[config.mk]
export PLATFORM = sky130hd
export DESIGN_NAME = hcb_ctrl
export DESIGN_NICKNAME = d
export VERILOG_FILES = /design/src/hw/rtl/hcb_pkg.sv /design/src/hw/rtl/hcb_ctrl.sv
export SDC_FILE = /design/constraint.sdc
export NUM_CORES = 1
export LEC_CHECK = 0
export BUFFER_PORTS_ARGS = -buffer_cell sky130_fd_sc_hd__buf_2
export CAP_MARGIN = 40
export CORE_ASPECT_RATIO = 1.2
export CORE_MARGIN = 1.5
export CORE_UTILIZATION = 41
export CTS_CLUSTER_DIAMETER = 50
export DETAILED_ROUTE_END_ITERATION = 12
export PLACE_DENSITY = 0.86
export SLEW_MARGIN = 10
export SYNTH_ARGS = -nofsm -noshare
export SYNTH_HDL_FRONTEND = slang
export SYNTH_SLANG_ARGS = --single-unit
[constraint.sdc]
create_clock -name clk_i -period 1.4 [get_ports clk_i]
set_input_delay 0.35 -clock clk_i [delete_from_list [all_inputs] [get_ports clk_i]]
set_output_delay 0.35 -clock clk_i [all_outputs]
set_load 0.005 [all_outputs]
[src/hw/rtl/hcb_pkg.sv]
// Shared types and codes for the code table builder.
// Command/status structs join hcb_ctrl and hcb_dp; no dependencies.
package hcb_pkg;

  typedef enum logic [1:0] {
    FUNC_COUNT  = 2'd0,
    FUNC_BUILD  = 2'd1,
    FUNC_LOOKUP = 2'd2
  } func_e;

  localparam logic [1:0] ERR_OK      = 2'd0;
  localparam logic [1:0] ERR_SAT     = 2'd1;
  localparam logic [1:0] ERR_LONG    = 2'd2;
  localparam logic [1:0] ERR_UNBUILT = 2'd3;

  localparam logic KIND_BUILD  = 1'b0;
  localparam logic KIND_LOOKUP = 1'b1;

  localparam int LEN_W      = 6;
  localparam int CODE_W     = 32;
  localparam int FREQ_W     = 20;
  localparam int USED_W     = 9;
  localparam int OUT_DATA_W = 72;

  typedef struct packed {
    logic take;
    logic cnt_rd;
    logic cnt_wr;
    logic lk_rd;
    logic lk_out;
    logic build_clr;
    logic scan_clr;
    logic scan_step;
    logic pass_end;
    logic m_init;
    logic m_fill;
    logic m_cap;
    logic m_pick;
    logic m_write;
    logic w_init;
    logic w_rd;
    logic w_cap;
    logic w_left;
    logic w_right;
    logic rpt_out;
  } cmd_t;

  typedef struct packed {
    logic scan_done;
    logic found;
    logic few;
    logic pick_b;
    logic last_merge;
    logic p_zero;
    logic out_free;
  } sts_t;

endpackage

[src/hw/rtl/hcb_ctrl.sv]
// Sequencer for count, lookup and the sort / merge / tree-walk build.
// Depends on hcb_pkg; drives hcb_dp through cmd_t, reads sts_t.
module hcb_ctrl (
  input  logic          clk_i,
  input  logic          rst_ni,
  input  logic          s_tvalid_i,
  input  logic [1:0]    func_i,
  input  hcb_pkg::sts_t sts_i,
  output hcb_pkg::cmd_t cmd_o,
  output logic          s_tready_o
);
  import hcb_pkg::*;

  typedef enum logic [4:0] {
    ST_IDLE, ST_CNT_RD, ST_CNT_WR, ST_LK_RD, ST_LK_OUT,
    ST_B_INIT, ST_S_SCAN, ST_S_PASS,
    ST_M_INIT, ST_M_FILL, ST_M_CAP, ST_M_PICK, ST_M_WRITE,
    ST_W_INIT, ST_W_RD, ST_W_CAP, ST_W_LEFT, ST_W_RIGHT,
    ST_RPT
  } state_e;

  state_e state_q, state_d;
  func_e  func;

  assign func       = func_e'(func_i);
  assign s_tready_o = (state_q == ST_IDLE);

  always_comb begin
    cmd_o   = '0;
    state_d = state_q;
    unique case (state_q)
      ST_IDLE: begin
        cmd_o.take = s_tvalid_i;
        if (s_tvalid_i) begin
          case (func)
            FUNC_COUNT:  state_d = ST_CNT_RD;
            FUNC_BUILD:  state_d = ST_B_INIT;
            FUNC_LOOKUP: state_d = ST_LK_RD;
            default:     state_d = ST_IDLE;
          endcase
        end
      end
      ST_CNT_RD: begin
        cmd_o.cnt_rd = 1'b1;
        state_d      = ST_CNT_WR;
      end
      ST_CNT_WR: begin
        cmd_o.cnt_wr = 1'b1;
        state_d      = ST_IDLE;
      end
      ST_LK_RD: begin
        cmd_o.lk_rd = 1'b1;
        state_d     = ST_LK_OUT;
      end
      ST_LK_OUT: begin
        cmd_o.lk_out = sts_i.out_free;
        if (sts_i.out_free) state_d = ST_IDLE;
      end
      ST_B_INIT: begin
        cmd_o.build_clr = 1'b1;
        cmd_o.scan_clr  = 1'b1;
        state_d         = ST_S_SCAN;
      end
      ST_S_SCAN: begin
        cmd_o.scan_step = 1'b1;
        if (sts_i.scan_done) state_d = ST_S_PASS;
      end
      ST_S_PASS: begin
        cmd_o.pass_end = 1'b1;
        cmd_o.scan_clr = 1'b1;
        state_d        = sts_i.found ? ST_S_SCAN : ST_M_INIT;
      end
      ST_M_INIT: begin
        cmd_o.m_init = 1'b1;
        state_d      = sts_i.few ? ST_RPT : ST_M_FILL;
      end
      ST_M_FILL: begin
        cmd_o.m_fill = 1'b1;
        state_d      = ST_M_CAP;
      end
      ST_M_CAP: begin
        cmd_o.m_cap = 1'b1;
        state_d     = ST_M_PICK;
      end
      ST_M_PICK: begin
        cmd_o.m_pick = 1'b1;
        state_d      = sts_i.pick_b ? ST_M_WRITE : ST_M_FILL;
      end
      ST_M_WRITE: begin
        cmd_o.m_write = 1'b1;
        state_d       = sts_i.last_merge ? ST_W_INIT : ST_M_FILL;
      end
      ST_W_INIT: begin
        cmd_o.w_init = 1'b1;
        state_d      = ST_W_RD;
      end
      ST_W_RD: begin
        cmd_o.w_rd = 1'b1;
        state_d    = ST_W_CAP;
      end
      ST_W_CAP: begin
        cmd_o.w_cap = 1'b1;
        state_d     = ST_W_LEFT;
      end
      ST_W_LEFT: begin
        cmd_o.w_left = 1'b1;
        state_d      = ST_W_RIGHT;
      end
      ST_W_RIGHT: begin
        cmd_o.w_right = 1'b1;
        state_d       = sts_i.p_zero ? ST_RPT : ST_W_RD;
      end
      ST_RPT: begin
        cmd_o.rpt_out = sts_i.out_free;
        if (sts_i.out_free) state_d = ST_IDLE;
      end
      default: state_d = ST_IDLE;
    endcase
  end

  always_ff @(posedge clk_i or negedge rst_ni) begin
    if (!rst_ni) begin
      state_q <= ST_IDLE;
    end else begin
      state_q <= state_d;
    end
  end

endmodule

==> flow_metrics.env, run 1 <==
export IMPL_ys_top_cells_by_area="dfrtp_1 (18%), nor3_1 (8.0%), nor2b_1 (7.2%)"
export IMPL_initial_core_util=0.431
export IMPL_status="did not finish"
export IMPL_ys_ff_latch=5
export IMPL_synth_top_cell_by_area="dfrtp_1"
export IMPL_cts_buffer_depth=2
export IMPL_fp_dieH_microns=48.0
export IMPL_cts_max_level=1
export IMPL_synthCells=102
export IMPL_synth_cell_types=36
export IMPL_yosys_warnings=0
export IMPL_io_buffers=32
export IMPL_root_buffer="clkbuf_4"
export IMPL_haltStage="5_1_grt"
export IMPL_io_pins=33
export IMPL_routabilityCongestion=0.904
export IMPL_synth_fp_nets=114
export IMPL_die_w_microns=40.5
export IMPL_synth_top_area_share=0.181
export IMPL_postGrtWorstEndpoint="cmd_o[2]"
export IMPL_num_rows=16
export IMPL_grt_start_max_net_pins=10
export IMPL_synthesis_area_sq_um=691
export IMPL_endpoint_type="top-level output"
export IMPL_synth_area_per_cell_sq_um=6.77
export IMPL_clock_sinks=5
export IMPL_error_line="[ERROR DPL-0038] Utilization greater than 100%, impossible to legalize"
export IMPL_dpl_worst_slack_ps=-220
export IMPL_post_dp_hpwl_microns=2110
export IMPL_cts_buffers=3
export IMPL_ys_seq_area_frac=0.181
[repair_timing]
| item | 4_1_cts |
|---|---|
| endpoints found under the setup margin | 26 |
| hold buffers | 1 |
| setup buffers | 23 |
| hold endpoints to repair | 5 |
| resized for setup | 51 |
| pin swaps | 12 |
[metrics by stage]
stage	util	hold slack, ps	instance area (sq um)	instances
2_1_floorplan	-	54.4	701	102
3_3_place_gp	0.670	162	1070	176
3_5_place_dp	0.670	164	1070	176
4_1_cts	0.916	442	1470	204
[kinds of logic after synthesis]
logic type | synth area share
compound gates | 0.255
buf+inv | 0.0851
flops | 0.181
mux | 0.0308
simple gates | 0.447
[cells in the mapped netlist]
library cell   n
nor2b_1        8
nor3_2         1
a21boi_0       1
a22oi_1        1
dfrtp_1        5
nor4_1         3
mux2i_1        1
buf_2          5
o21ai_1        2
o31a_1         1
nor4bb_1       1
a211oi_2       1
inv_1          2
mux2_1         1
a41oi_1        1
a21oi_1        4
o211ai_1       1
a2111oi_2      1
nand2b_1       5
o2111ai_1      2
a31oi_1        3
buf_4          1
nor3_1        11
nand3b_1       1
o22ai_1        2
buf_1          1
buf_6          1
or3_1          1
and3_1         2
o21ai_0        4
nand3_1        1
and4bb_1       1
nor2_1        13
a32o_1         1
inv_2          1
nand2_1       11
==> run 2, diff against run 1 <==
CORE_AREA = 2 2 63 65   (was unset)
CORE_ASPECT_RATIO = unset   (was 1.2)
CORE_MARGIN = unset   (was 1.5)
CORE_UTILIZATION = unset   (was 41)
CTS_CLUSTER_DIAMETER = unset   (was 50)
DIE_AREA = 0 0 65 67   (was unset)
PLACE_DENSITY = unset   (was 0.86)
PLACE_DENSITY_LB_ADDON = 0.15   (was unset)
clock period = 1.8 ns   (was 1.4 ns; I/O delays follow)
==> flow_metrics.env, run 2 <==
export IMPL_core_sq_um=3610
export IMPL_skew_ps=0.175
export IMPL_crit_type="register to primary output"
export IMPL_rsz0062_at_grt="yes"
export IMPL_irDropWorstVdd_v=0.000519
export IMPL_regMostFlops="state_q"
export IMPL_routabilityCongestion=0.875
export IMPL_clk_latency_ps=220
export IMPL_grt_start_max_net_pins=12
export IMPL_vias_per_cell=4.68
export IMPL_drive_above_1_share=0.526
export IMPL_gr_total_overflow=0
export IMPL_pwr_share_seq=0.170
export IMPL_min_period_over_period=0.992
export IMPL_ys_ff_latch=5
export IMPL_die_area_sq_um=4360
export IMPL_yosys_most_used_dff="dfrtp_1"
export IMPL_die_w_microns=65
export IMPL_largest_reg_flops=5
export IMPL_synth_edff_count=0
export IMPL_drv_cap=0
export IMPL_final_common_cell="buf_2"
export IMPL_synth_compound_area_frac=0.255
export IMPL_setup_ws_ps=13.6
export IMPL_synth_cell_types=36
export IMPL_startpoint_type="register"
export IMPL_hold_viol=0
export IMPL_cts_max_level=1
export IMPL_yosys_warnings=0
export IMPL_synthCells=102
export IMPL_final_cell_mix="buf_2 (32), buf_4 (20), nand2_1 (10)"
export IMPL_tightest_slew_ps=318
export IMPL_cp_max_fo=10
export IMPL_synthesis_area_sq_um=691
export IMPL_nFillCells=412
export IMPL_endpoint_kind="primary output"
export IMPL_initial_core_util=0.192
export IMPL_drt_wl_total_microns=2650
export IMPL_fp_dieH_microns=67
export IMPL_root_buffer="clkbuf_8"
export IMPL_reg_largest_list="state_q (5)"
export IMPL_setup_viol=0
export IMPL_yosys_top_cells_count="nor2_1 (13), nand2_1 (11), nor3_1 (11)"
export IMPL_diodes=0
export IMPL_clkPwrFrac=0.137
export IMPL_p_leak_nw=0.528
export IMPL_ctsHoldBuffers=0
export IMPL_synth_top_family_by_area="simple AND/OR/NAND/NOR gates"
export IMPL_synthArstFlopShare=1.00
export IMPL_drt_initial_drc_count=32
export IMPL_fmax_ghz=0.560
export IMPL_vias=936
export IMPL_antenna_found_initial=0
export IMPL_synth_top_cell_by_area="dfrtp_1"
export IMPL_num_nets_final=165
export IMPL_io_pins=33
export IMPL_hold_ws_ps=29.9
export IMPL_io_buffers=32
export IMPL_drc_errors=0
export IMPL_post_dp_hpwl_microns=2060
export IMPL_yosys_area_share_adder=0
export IMPL_synth_fp_nets=114
export IMPL_drv_slew=0
export IMPL_wl_per_cell_microns=13.2
export IMPL_cts_buffers=3
export IMPL_synth_area_per_cell_sq_um=6.77
export IMPL_fin_tns_setup_ps=0
export IMPL_num_rows=22
export IMPL_slew_headroom=0.786
export IMPL_dpl_worst_slack_ps=30.3
export IMPL_synth_top_area_share=0.181
export IMPL_ys_seq_area_frac=0.181
export IMPL_grt_pass1_wl_microns=4170
export IMPL_fin_util=0.319
export IMPL_synth_xor_area_share=0
export IMPL_track_usage=0.125
export IMPL_cp_arrival_ps=1340
export IMPL_cts_clk_slew_worst_paths_ps=40
export IMPL_dr_pass1_iters=4
export IMPL_synth_simple_area_share=0.447
export IMPL_status="finished clean"
export IMPL_period_needed_ps=1790
export IMPL_cellPowerDensity_nw_per_um2=1330
export IMPL_combPwrFrac=0.693
export IMPL_synth_most_common_cell="nor2_1"
export IMPL_p_int_uw=819
export IMPL_grt_pass1_vias=926
export IMPL_cts_tree="yes"
export IMPL_ant_nets=0
export IMPL_ys_top_cells_by_area="dfrtp_1 (18%), nor3_1 (8.0%), nor2b_1 (7.2%)"
export IMPL_p_sw_uw=712
export IMPL_worstPathRequired_ps=1350
export IMPL_syn2layout_area_growth_pct=66.5
export IMPL_hold_path_class="input port to async pin"
export IMPL_cts_buffer_depth=2
export IMPL_synthMuxAreaShare=0.0308
export IMPL_sw_frac_of_total=0.465
export IMPL_clock_sinks=5
[run 2: cell counts after synthesis]
No cell type changed its count.
[run 2: kinds of logic (layout without fill, tap and decap cells)]
logic type,after synthesis,in the layout
and+or+nand+nor,59,59
DFF,5,5
AOI/OAI and AO/OA,25,25
buffers and inverters,11,61
muxes,2,2
[run 2: routing by layer]
layer,up-vias,track usage,part of all wire
met5,-,0,0
met4,0,0.0771,0.023
met3,7,0.0118,0.029
met2,26,0.192,0.46
met1,430,0.168,0.49
li1,473,-,-
[run 2: critical path: stages (launching register included)]
cell and delay [ps]:
dfrtp_2 480, or3_4 440, nor2_2 80, buf_2 110
[run 2: area by class of cell]
class | count | area, sq um | share of cell area
Multi-Input combinational cell | 86 | 569 | 0.495
Clock buffer | 3 | 41.3 | 0.0359
Tap cell | 48 | 60.1 | 0.0522
Clock inverter | 1 | 5.00 | 0.00435
Inverter | 3 | 11.3 | 0.00979
Timing Repair Buffer | 54 | 333 | 0.289
Sequential cell | 5 | 130 | 0.113
[run 2: path summary, 6_finish.rpt]
| kind | startpoint | to | slack [ps] | depth (start not counted) |
|---|---|---|---|---|
| max | state_q[1]$_DFFE_PN0P_ | cmd_o[2] | 10 | 3 |
| min | rst_ni | state_q[3]$_DFFE_PN0P_ | 30 | 1 |
| max reg2reg | state_q[1]$_DFFE_PN0P_ | state_q[2]$_DFFE_PN0P_ | 90 | 6 |
| min reg2reg | state_q[0]$_DFFE_PN0P_ | state_q[2]$_DFFE_PN0P_ | 750 | 3 |
| max in group asynchronous | rst_ni | state_q[0]$_DFFE_PN0P_ | 1630 | 1 |
| min in group clk_i | sts_i[3] | state_q[2]$_DFFE_PN0P_ | 560 | 3 |
[run 2: through the flow]
| stage | total power [mW] | cells | area (sq um) |
|---|---|---|---|
| final | 1.53 | 200 | 1150 |
| after detailed placement | 1.15 | 190 | 983 |
| after global placement | 1.15 | 190 | 983 |
| after floorplan | 0.793 | 102 | 691 |
| after global routing | 1.67 | 200 | 1150 |
| after CTS | 1.45 | 200 | 1090 |
[run 2: power groups by stage]
stage	Sequential (mW)	Combinational (mW)	Clock (mW)
after floorplan	0.176	0.617	0
after global placement	0.268	0.878	0
after detailed placement	0.265	0.881	0
after CTS	0.242	0.991	0.214
after global routing	0.265	1.18	0.222
final	0.260	1.06	0.211
[run 2: timing repair]
item / in CTS / in global routing
setup buffers: 6 / 0
gates resized for setup: 7 / 15
pin swaps: 0 / 1
setup endpoints to repair: 19 / 14
No activity file was read; power rests on OpenSTA's default activity.
